==> config.mk <==
export PLATFORM = sky130hd
export DESIGN_NAME = mmt_cell
export DESIGN_NICKNAME = d
export VERILOG_FILES = /design/src/rtl/core/mmt_pkg.sv /design/src/rtl/core/mmt_cell.sv
export SDC_FILE = /design/constraint.sdc
export NUM_CORES = 2
export LEC_CHECK = 0
export ABC_AREA = 1
export BUFFER_PORTS_ARGS = -buffer_cell sky130_fd_sc_hd__buf_2
export CORE_UTILIZATION = 49
export DETAILED_ROUTE_END_ITERATION = 12
export PLACE_DENSITY = 0.66
export SYNTH_ARGS = -nofsm -noshare
export SYNTH_HDL_FRONTEND = slang
export SYNTH_SLANG_ARGS = --single-unit
export TNS_END_PERCENT = 10
==> constraint.sdc <==
create_clock -name clock -period 13.6 [get_ports clock]
set_clock_uncertainty 0.2 [all_clocks]
set_input_delay 2.72 -clock clock [delete_from_list [all_inputs] [get_ports clock]]
set_output_delay 2.72 -clock clock [all_outputs]
set_load 0.03 [all_outputs]
==> src/rtl/core/mmt_pkg.sv <==
package mmt_pkg;

   typedef struct packed {
      logic               opcode;
      logic signed [31:0] element;
   } req_type;

   typedef struct packed {
      logic signed [31:0] product;
      logic [2:0]         row;
      logic [2:0]         col;
      logic               saturated;
      logic               last;
   } rsp_type;

   localparam logic OP_LOAD_A = 1'b0;
   localparam logic OP_LOAD_B = 1'b1;

   localparam logic [2:0] REG_ROWS_A      = 3'd0;
   localparam logic [2:0] REG_INNER_SIZE  = 3'd1;
   localparam logic [2:0] REG_COLS_B      = 3'd2;
   localparam logic [2:0] REG_TRANSPOSE_A = 3'd3;
   localparam logic [2:0] REG_TRANSPOSE_B = 3'd4;

   typedef enum logic [1:0] {
      ST_LOAD,
      ST_FETCH,
      ST_DRAIN,
      ST_OUT
   } state_type;

   // control handed along the cell chain
   typedef struct packed {
      logic start;
      logic valid;
   } cell_ctl_type;

endpackage

==> src/rtl/core/mmt_cell.sv <==
// One multiply-accumulate cell: registers the product of its operand pair,
// adds it into the partial sum arriving from the previous cell, and hands the
// sum to the next cell.
module mmt_cell #(
   parameter int ELEM_WIDTH = 32
) (
   input  logic                              clock,
   input  logic                              reset,
   input  mmt_pkg::cell_ctl_type             ctl_in,
   input  logic signed [ELEM_WIDTH-1:0]      a_in,
   input  logic signed [ELEM_WIDTH-1:0]      b_in,
   input  logic signed [2*ELEM_WIDTH+3:0]    sum_in,
   output mmt_pkg::cell_ctl_type             ctl_out,
   output logic signed [2*ELEM_WIDTH+3:0]    sum_out
);
   import mmt_pkg::*;

   localparam int AccW = 2 * ELEM_WIDTH + 4;

   cell_ctl_type                 ctl_ff;
   logic signed [2*ELEM_WIDTH-1:0] prod_ff;
   logic signed [AccW-1:0]       sum_ff, sum_hold_ff;

   // stage one: multiply, pass the incoming sum alongside
   always_ff @(posedge clock) begin
      if (reset) begin
         ctl_ff <= '0;
      end else begin
         ctl_ff <= ctl_in;
      end
      prod_ff     <= a_in * b_in;
      sum_hold_ff <= sum_in;
   end

   // stage two: accumulate
   always_ff @(posedge clock) begin
      if (reset) begin
         ctl_out <= '0;
      end else begin
         ctl_out <= ctl_ff;
      end
      sum_ff <= sum_hold_ff + AccW'(prod_ff);
   end

   assign sum_out = sum_ff;

endmodule

After elaboration in Yosys (flattened, before gate mapping)
Cells that the tools add are included.
Storage, ports and cells
  register bits after elaboration: 204
  bits in latches: 0
  RAM bits: 0
  bits in read-only memories: 0
  bits of input ports: 136
  word-level logic and storage cells: 9
  memories: 0
Cells by class
  $add $sub $neg: 1
  multiply operators: 1
  divide/modulo/power cells: 0
  magnitude comparators: 0
  eq/ne operators: 0
  shifts and indexed selects: 0
  multiplexer cells: 0
  bitwise gates (word level): 0
  reductions and logical operators: 0
Operators by type and width (number)
  68-bit by 64-bit adder with 68-bit output: 1
  32-bit by 32-bit multiplier with 64-bit output: 1

Longest topological paths before layout
  depth after elaboration: 1
  gate-level depth with buffers: 32

Least setup slack after synthesis
OpenSTA, ideal clock, no wires.
  path kind: input port to flip-flop
  from: input port a_in[31]
  to: register prod_ff[54]
  library setup time: 0.113 ns
  arrival time: 9.303 ns
  path slack: 3.984 ns
  stages: 27
  path through: clkbuf_1 -> nand2_1 -> inv_1 -> fa_1 -> inv_1 -> fa_1 -> inv_1 -> fa_1 -> fa_1 -> inv_1 -> fa_1 -> inv_1 -> fa_1 -> inv_1 -> fa_1 -> inv_1 -> fa_1 -> ha_1 -> nand2_1 -> nor2_1 -> inv_1 -> nor2_1 -> nand2_1 -> nor3_1 -> nand2_1 -> nand4_1 -> nand2_1
Between the ends
  word-level cells in the longest chain between the ends: 1
Ends and longest elaborated chain
  start, declared: line mmt_cell.sv:10  | input logic signed [ELEM_WIDTH-1:0] a_in,
  32-bit by 32-bit multiplier with 64-bit output: line mmt_cell.sv:31  | prod_ff <= a_in * b_in;
  end signal, assigned: line mmt_cell.sv:31
  end, declared: line mmt_cell.sv:21  | logic signed [2*ELEM_WIDTH-1:0] prod_ff;
No other way between the ends.
A chain may end at the register's enable or synchronous reset.

Worst setup path after layout
Same ends and word-level chain as after synthesis.

==> metrics <==
outcome=finished, final reports clean; Clock Latency Late Sink=0.54 ns; RSZ-0062 raised after global routing=no; Chip Width=317 um; Top Ports=206; Hold Fails Final Rpt=0; Final Slew Violations=0; Slew headroom=37.1%; row count=115; final setup violating endpoints=0; crit path max fanout=32; CTS tree=yes; vias post-DR=39030; Buffers & Inverters on Critical Path=9; Hold Path Depth=2; first-pass GRT wire length=232000 um; CP Class=input port to register; post-cts resize count=0; Total Neg Setup Slack=0 ns; buffers added on ports=205; H-tree Lvls=1; root buf cell=clkbuf_16; post-synthesis cell count=6416; Post-DRT Antenna Nets=0; share of layout cells above drive strength 1=5.15%; Seq/Total Area, Yosys=8.41%; vias per cell=5.02; nets=7937; post-synthesis net count=7886; Clock Tree Buf Depth=3; drt drc=0; Slowest cell on crit path=fa_1; Max stage delay on crit path=0.95 ns; synth warn=0; WHS=0.199 ns; Worst Hold Class=register to register; clock period minus worst slack=10.43 ns; cts bufs inserted=22; WL/cell=18.6 um; Routed WL=145000 um; Worst EP required=13.83 ns; flops & latches, synth=204; Fillers=9610; # clock sinks=204; Clock transition at path regs=0.07 ns; Reg2Reg Launch Point=sum_hold_ff[0]; die area=100000 um2; DRT Pass-1 Iters=6; reg2reg path depth=11; Synth Area per Inst=7.57 um2; Layout area overhead=5.90%; FMAX=0.0959 GHz; WP data arrival=10.66 ns; number of hold buffers added after cts=0; Hold Startpoint=ctl_ff[1]; CP delay by family, top=adder cells; height of the die=317 um; Worst Tran Pin Value=0.943 ns; GP Congestion=0.985; area of the multi-input gates=36600 um2; register cell area after layout=4080 um2; drt initial violations=2886; vias in the first global route=41362; max_cap viols=0; final period utilization=76.7%; Setup Buffers After CTS=0; Worst R2R Setup Slack=10.68 ns; Total Routing Usage GR=30.2%; critical path launch point type=input port; GR Overflow Total=0; largest net degree at the start of global routing=33; Cell variety after synth=36; most common cell after layout, fill and taps aside=inv_1; Mapped Area=48600 um2; CP endpoint kind=register; initial antenna violation count=4; commonest non-fill, non-tap cells in the layout=1913 x inv_1, 1910 x nand2_1, 1083 x fa_1; R2R Path End=sum_out[22]; Core ar.=98300 um2; Worst Hold End=ctl_out[1]; Post-DP HPWL=125000 um; Initial Util=49.4%
[per-layer routing]
| layer | vias to the layer above | track usage (%) | routed length, um |
|---|---|---|---|
| met5 | - | 0 | 32 |
| met2 | 1310 | 52.1 | 70400 |
| met3 | 219 | 2.60 | 8350 |
| met1 | 19431 | 41.4 | 62300 |
| li1 | 18066 | - | - |
| met4 | 4 | 6.32 | 3560 |
[cell families after synthesis]
logic type      synth area share [%]
xor+xnor                        1.37
compound gates                  2.75
flops                           8.41
fa+ha+maj                       51.1
buf+inv                         16.3
simple gates                    20.1
[cell usage after synthesis]
cell type  number  area (um2)
o21ai_2         1        8.76
clkinv_1        2        7.51
o21a_1          2        15.0
nand2_1      1910        7170
nor2_4          3        33.8
xor2_1         63         552
inv_2           2        7.51
a21o_1          5        37.5
clkbuf_1      192         721
a21oi_2         5        43.8
o211ai_1        1        7.51
nand2_4         1        11.3
o21ai_4         1        16.3
nor2_2         11        68.8
or2_2           8        50.1
or2_1           2        12.5
o21bai_1       38         285
o21ai_0        47         235
nand3_1       125         626
a21oi_1       134         671
nor3_1         20         100
nor4_1          5        31.3
nand4_1        40         250
ha_1          251        3140
nor3_2          3        30.0
o21ai_1         2        10.0
xnor2_1        13         114
nand3_2         4        40.0
and2_1          3        18.8
dfxtp_1       204        4080
nor2_1        282        1060
nand2_2        37         231
inv_1        1913        7180
nand3b_1        2        15.0
fa_1         1083       21700
o22ai_1         1        6.26
[worst min-delay path, delay by kind of cell (launching register included)]
family,cells,cell delay (ns)
AND/OR/NAND/NOR,1,0.03
flip-flops,1,0.30
buffers and inverters,1,0.04
[through the flow]
stage | cell area (um2) | worst slack, ns | util [%] | cells
final | 51400 | 3.17 | 52.3 | 7773
after global placement | 50600 | 2.70 | 51.5 | 7730
after global routing | 51400 | 2.51 | 52.3 | 7772
after floorplan | 48600 | 3.98 | - | 6416
after detailed placement | 50600 | 2.52 | 51.5 | 7730
after CTS | 51400 | 3.07 | 52.3 | 7770
[flip-flops by register name (all words and copies together) (netlist names)]
name         count
sum_hold_ff     68
sum_out         68
prod_ff         64
ctl_ff           2
ctl_out          2
[area by class of cell]
class / count / area share [%]
diodes: 3 / 0.0146
clock buffers: 24 / 1.10
clock inverters: 16 / 0.525
inverters: 1917 / 14.0
multi-input cells: 4103 / 71.1
flip-flops and latches: 204 / 7.94
well taps: 1287 / 3.13
repair buffers: 219 / 2.20
[worst max-delay path by stage]
stage                         from  cells past startpoint     endpoint
after floorplan           a_in[31]                     27  prod_ff[54]
after global placement    a_in[31]                     25  prod_ff[54]
after detailed placement  a_in[31]                     25  prod_ff[54]
after CTS                 a_in[31]                     27  prod_ff[54]
after global routing      a_in[31]                     27  prod_ff[54]
final                     a_in[31]                     27  prod_ff[54]
Power is left out: the tool's default activity adds up to more than one toggle a clock period on the data nets, which glitch-free logic cannot reach.
