<file path="src/rtl/core/mmt_pkg.sv">
package mmt_pkg;

   typedef struct packed {
      logic               opcode;
      logic signed [31:0] element;
   } req_type;

   typedef struct packed {
      logic signed [31:0] product;
      logic [2:0]         row;
      logic [2:0]         col;
      logic               saturated;
      logic               last;
   } rsp_type;

   localparam logic OP_LOAD_A = 1'b0;
   localparam logic OP_LOAD_B = 1'b1;

   localparam logic [2:0] REG_ROWS_A      = 3'd0;
   localparam logic [2:0] REG_INNER_SIZE  = 3'd1;
   localparam logic [2:0] REG_COLS_B      = 3'd2;
   localparam logic [2:0] REG_TRANSPOSE_A = 3'd3;
   localparam logic [2:0] REG_TRANSPOSE_B = 3'd4;

   typedef enum logic [1:0] {
      ST_LOAD,
      ST_FETCH,
      ST_DRAIN,
      ST_OUT
   } state_type;

   // control handed along the cell chain
   typedef struct packed {
      logic start;
      logic valid;
   } cell_ctl_type;

endpackage

</file>
<file path="src/rtl/core/mmt_round.sv">
// Rounds the exact sum back to the element format and saturates it.
module mmt_round #(
   parameter int ELEM_WIDTH = 32
) (
   input  logic                           clock,
   input  logic                           reset,
   input  logic                           valid_in,
   input  logic signed [2*ELEM_WIDTH+3:0] sum_in,
   output logic                           valid_out,
   output logic signed [ELEM_WIDTH-1:0]   value_out,
   output logic                           sat_out
);
   import mmt_pkg::*;

   localparam int AccW = 2 * ELEM_WIDTH + 4;
   localparam int FracBits = ELEM_WIDTH / 2;
   localparam int ShW = AccW - FracBits;

   logic signed [AccW-1:0]       rnd;
   logic signed [ShW-1:0]        shifted;
   logic signed [ShW-1:0]        max_v, min_v;
   logic                         valid_ff;
   logic signed [ELEM_WIDTH-1:0] value_ff;
   logic                         sat_ff;

   always_comb begin
      rnd     = sum_in + (AccW'(1) <<< (FracBits - 1));
      shifted = rnd[AccW-1:FracBits];
      max_v   = ShW'({1'b0, {(ELEM_WIDTH-1){1'b1}}});
      min_v   = -max_v - ShW'(1);
   end

   always_ff @(posedge clock) begin
      if (reset) begin
         valid_ff <= 1'b0;
      end else begin
         valid_ff <= valid_in;
      end
      if (shifted > max_v) begin
         value_ff <= {1'b0, {(ELEM_WIDTH-1){1'b1}}};
         sat_ff   <= 1'b1;
      end else if (shifted < min_v) begin
         value_ff <= {1'b1, {(ELEM_WIDTH-1){1'b0}}};
         sat_ff   <= 1'b1;
      end else begin
         value_ff <= shifted[ELEM_WIDTH-1:0];
         sat_ff   <= 1'b0;
      end
   end

   assign valid_out = valid_ff;
   assign value_out = value_ff;
   assign sat_out   = sat_ff;

endmodule

</file>
<file path="config.mk">
export PLATFORM = sky130hd
export DESIGN_NAME = mmt_round
export DESIGN_NICKNAME = d
export VERILOG_FILES = /design/src/rtl/core/mmt_pkg.sv /design/src/rtl/core/mmt_round.sv
export SDC_FILE = /design/constraint.sdc
export NUM_CORES = 1
export LEC_CHECK = 0
export BUFFER_PORTS_ARGS = -buffer_cell sky130_fd_sc_hd__buf_2
export CAP_MARGIN = 20
export CORE_MARGIN = 2
export CORE_UTILIZATION = 52
export CTS_BUF_LIST = sky130_fd_sc_hd__clkbuf_4 sky130_fd_sc_hd__clkbuf_8 sky130_fd_sc_hd__clkbuf_16
export DETAILED_ROUTE_END_ITERATION = 6
export PLACE_DENSITY_LB_ADDON = 0.2
export SYNTH_ARGS = -nofsm -noshare
export SYNTH_HDL_FRONTEND = slang
export SYNTH_SLANG_ARGS = --single-unit
</file>
<file path="constraint.sdc">
create_clock -name clock -period 10.3 [get_ports clock]
set_input_delay 2.06 -clock clock [delete_from_list [all_inputs] [get_ports clock]]
set_output_delay 2.06 -clock clock [all_outputs]
set_load 0.02 [all_outputs]
</file>
After elaboration in Yosys (flattened, before gate mapping)
Cells that the tools add are included.

operators by class
  add/subtract/negate cells = 1
  $lt $le $gt $ge = 2
  mux-type cells = 2

operators by type and width
  operator                                                         number
  adder 68 x 17 -> 68 bit, second input constant                   1
  greater-than comparator 52 x 32 -> 1 bit, second input constant  1
  < comparator 52 x 32 -> 1 bit, second input constant             1
  two-way mux 32 bit                                               1
  two-way mux 1 bit                                                1

storage, ports and cells
  flip-flop bits (word level) = 34
  bits of input ports = 71
  output and inout bits = 34
  word-level logic and storage cells = 8

Depth between registers and ports, before layout
  depth in word-level cells = 3
  depth in mapped cells = 12
  mapped depth without buffers = 9

Least setup slack after synthesis
No wires, ideal clock.

  path type = input to register
  start point = in sum_in[15]
  end point = reg sat_ff, in the netlist sat_out
  data arrival time = 4.589 ns
  data required time = 10.179 ns
  path slack = 5.590 ns
  stages = 10
  path buffers = 1
  cell sequence = ha_1 -> nand4_1 -> or4_1 -> buf_2 -> nor4_4 -> or4b_1 -> xor2_1 -> inv_1 -> nor3_1 -> a21oi_1

on the way
  cells in the longest elaborated chain, start to end = 3

RTL lines
  what                           RTL line         source
  start: declaration             mmt_round.sv:8   input logic signed [2*ELEM_WIDTH+3:0] sum_in,
  adder 68 x 17 -> 68 bit *      mmt_round.sv:27  rnd = sum_in + (AccW'(1) <<< (FracBits - 1));
  < comparator 52 x 32 -> 1 bit  mmt_round.sv:42  end else if (shifted < min_v) begin
  two-way mux 1 bit              mmt_round.sv:42
  end signal: assignment         mmt_round.sv:41  sat_ff <= 1'b1;
  end signal: assignment         mmt_round.sv:44  sat_ff <= 1'b1;
  end signal: assignment         mmt_round.sv:47  sat_ff <= 1'b0;
  end: declaration               mmt_round.sv:24  logic sat_ff;

Mark *: on every way between the ends. The rest lies on a longest branch, timed or not.
A chain may end at the register's enable or synchronous reset.

Worst setup path after layout
  start point = in sum_in[15]
  end point = reg value_ff[25], in the netlist value_out[25]

on the way
  cells in the longest elaborated chain, start to end = 3

RTL lines
  what                           RTL line         source
  adder 68 x 17 -> 68 bit *      mmt_round.sv:27
  < comparator 52 x 32 -> 1 bit  mmt_round.sv:42
  two-way mux 32 bit             mmt_round.sv:42
  end signal: assignment         mmt_round.sv:40  value_ff <= {1'b0, {(ELEM_WIDTH-1){1'b1}}};
  end signal: assignment         mmt_round.sv:43  value_ff <= {1'b1, {(ELEM_WIDTH-1){1'b0}}};
  end signal: assignment         mmt_round.sv:46  value_ff <= shifted[ELEM_WIDTH-1:0];
  end: declaration               mmt_round.sv:23  logic signed [ELEM_WIDTH-1:0] value_ff;

Marks and branches as above.

==> run_results.csv <==
group,metric,value,unit
outcome,status,"complete, no violations",
critical_path,arrival,5.65,ns
min_path,hold_path_startpoint,"reset",
global_route,grt_max_degree,18,
sta,slew_viol_final,0,
power,power.internal,264.8,uW
clock_network,post_cts_buffers,0,
detailed_routing,vias_per_cell,5.925,
clock_network,ctsHoldBuffers,0,
min_path,hp-class,"in2reg",
detailed_routing,wl_per_cell,14.52,um
sta,fmax,0.1821,GHz
layout,fin_nets,470,
min_path,hold_path_depth,2,
power,power_frac_seq,0.385,
min_path,holdPathEnd,"valid_out",
clock_network,numCtsBuffers,5,
synth,synth_cell_type_count,51,
global_route,grt-ovfl-total,0,
clock_network,numClockSinks,34,
layout,final_common_cell,"buf_2",
synth,async_flop_share,0,
synth,synth_edf_count,0,
synth,ys_seq_area_frac,0.2784,
detailed_routing,ant_nets,0,
power,power.share.combinational,0.205,
placed_design,hpwl,5131,um
clock_network,clock-root-buffer,"clkbuf_8",
critical_path,endpoint_kind,"flip-flop",
synth,synth_cells,312,
synth,synthesis.area,0.002445,sq mm
placed_design,pre_cts_ws,4.508,ns
die,die_h,72.57,um
die,num_rows,24,
global_route,grt_pass1_wl,10700,um
detailed_routing,drtIter0Drc,149,
die,core,0.004444,sq mm
power,total_power,368.3,uW
global_route,grt_pass1_vias,2420,
layout,drive_above_1_share,0.2982,
die,die_w,72.57,um
die,io_pins,105,
critical_path,timing_worst_setup_path_type,"in2reg",
critical_path,crit_required,10.45,ns
sta,setup_viol,0,
power,power.switching,103.5,uW
layout,fin_area,0.003038,sq mm
power,pwr_density_cell,121.2,mW/mm^2
global_route,track_usage,0.2560,
placed_design,placed_area,0.002900,sq mm
detailed_routing,drcViolationCount,0,
detailed_routing,dr.max_layer_used,"met4",
synth,synth.net_count,384,
critical_path,path_max_fanout,17,
sta,worst_pin_slew,0.8251,ns
sta,final.period_utilization,0.5333,
sta,hold_slack,1.921,ns
sta,maxSlewHeadroom,0.4458,
sta,hold_viol,0,
placed_design,portBuffers,89,
synth,synth.avg_cell_area,7.836,sq um
placed_design,place.gp.congestion,0.9183,
synth,ys.flop_type,"dfxtp_1",
detailed_routing,wl_met1,2909,um
clock_network,h-tree-depth,2,
global_route,antenna_found_initial,0,
layout,num_antenna_cells,0,
clock_network,postCtsResizedCells,0,
synth,ys_ff_latch,34,
die,die_area,0.005266,sq mm
power,leakagePower,0.001187,uW
clock_network,path_clk_slew,0.08,ns
detailed_routing,route.vias.total,2672,
die,start_util,0.5501,
power,power.share.clock,0.409,
layout,final_cell_mix,"buf_2 (89), nand2_1 (39), dfxtp_1 (34)",
clock_network,cts_buffer_depth,2,
detailed_routing,dr.pass1.iters,4,
layout,area_growth,24.26,%
detailed_routing,dr_wl_met2,2966,um
detailed_routing,routed_wl,6550,um
power,ir_worst_vdd,64.48,uV
flow_run,drv_cap,0,
synth,ys_warn_count,0,
sta,rsz0062_at_grt,"no",
clock_network,cts_tree,"yes",
detailed_routing,wl_met3,496,um
power,p_sw_frac,0.2812,
sta,fin_setup_tns,0,ns
critical_path,start_kind,"input pin",
sta,timing.final.ws_setup,4.807,ns
sta,layout_min_cycle_time,5.493,ns
## power by group through the flow
| stage | logic [uW] | registers, uW | clock network [uW] |
|---|---|---|---|
| after detailed placement | 74.7 | 145 | 0 |
| after floorplan | 29.8 | 156 | 0 |
| final | 75.6 | 142 | 151 |
| after CTS | 75.3 | 142 | 152 |
| after global placement | 73.6 | 145 | 0 |
| after global routing | 82.8 | 143 | 157 |
## how the worst max path moves through the flow
stage                     cells after the start        from             to  slack (ns)
after floorplan                              10  sum_in[15]        sat_out        5.59
after global placement                       11  sum_in[15]  value_out[25]        4.57
after detailed placement                     11  sum_in[15]  value_out[25]        4.51
after CTS                                    11  sum_in[15]  value_out[25]        4.80
after global routing                         11  sum_in[15]  value_out[25]        4.57
final                                        11  sum_in[15]  value_out[25]        4.81
## cell usage after synthesis, drive strengths merged, types with 6 or more instances
library cell	number	area share
buf	9	0.024
dfxtp	34	0.28
inv	7	0.011
mux2i	6	0.025
nand2	39	0.060
nand3	24	0.051
nand4	20	0.051
nor2	22	0.037
nor3	11	0.025
nor4	12	0.049
o21ai	32	0.082
or4	8	0.025
xnor2	16	0.057
xor2	18	0.064
## kinds of logic after synthesis
logic type	Yosys count	share of synthesized area
fa+ha+maj	1	0.005117
compound gates	55	0.1525
simple gates	162	0.3736
flops	34	0.2784
mux	7	0.02917
xor+xnor	34	0.1218
buf+inv	19	0.03941
## registers in the layout (all words and copies together) (netlist names)
| register | count |
|---|---|
| sat_out | 1 |
| valid_out | 1 |
| value_out | 32 |
## per-stage QoR
step	utilization	std cells
after CTS	0.6836	451
after detailed placement	0.6526	443
after floorplan	-	312
after global routing	0.6836	451
after global placement	0.6526	443
final	0.6836	451
## cell type report
class	instances	area, sq um
clock buffers	5	68.82
clock inverters	3	68.82
fillers	373	1406
inverters	7	26.28
multi-input cells	259	1668
flip-flops and latches	34	680.7
well taps	52	65.06
repair buffers	91	460.4
## worst max-delay path, stage by stage
cell,delay [ns]
buf_2,0.12
ha_1,0.23
nand4_1,0.17
or4_1,0.73
or2_1,0.40
o32a_1,0.36
nor3_1,0.29
o21ai_1,0.20
o21ai_2,0.61
buf_4,0.35
o21ai_0,0.13
## per-layer routing
layer,vias up,track usage
met1,1202,0.3257
li1,1332,-
met5,-,0
met4,0,0.1173
met3,19,0.04972
met2,119,0.4182
Power figures use the tool's default switching activity.
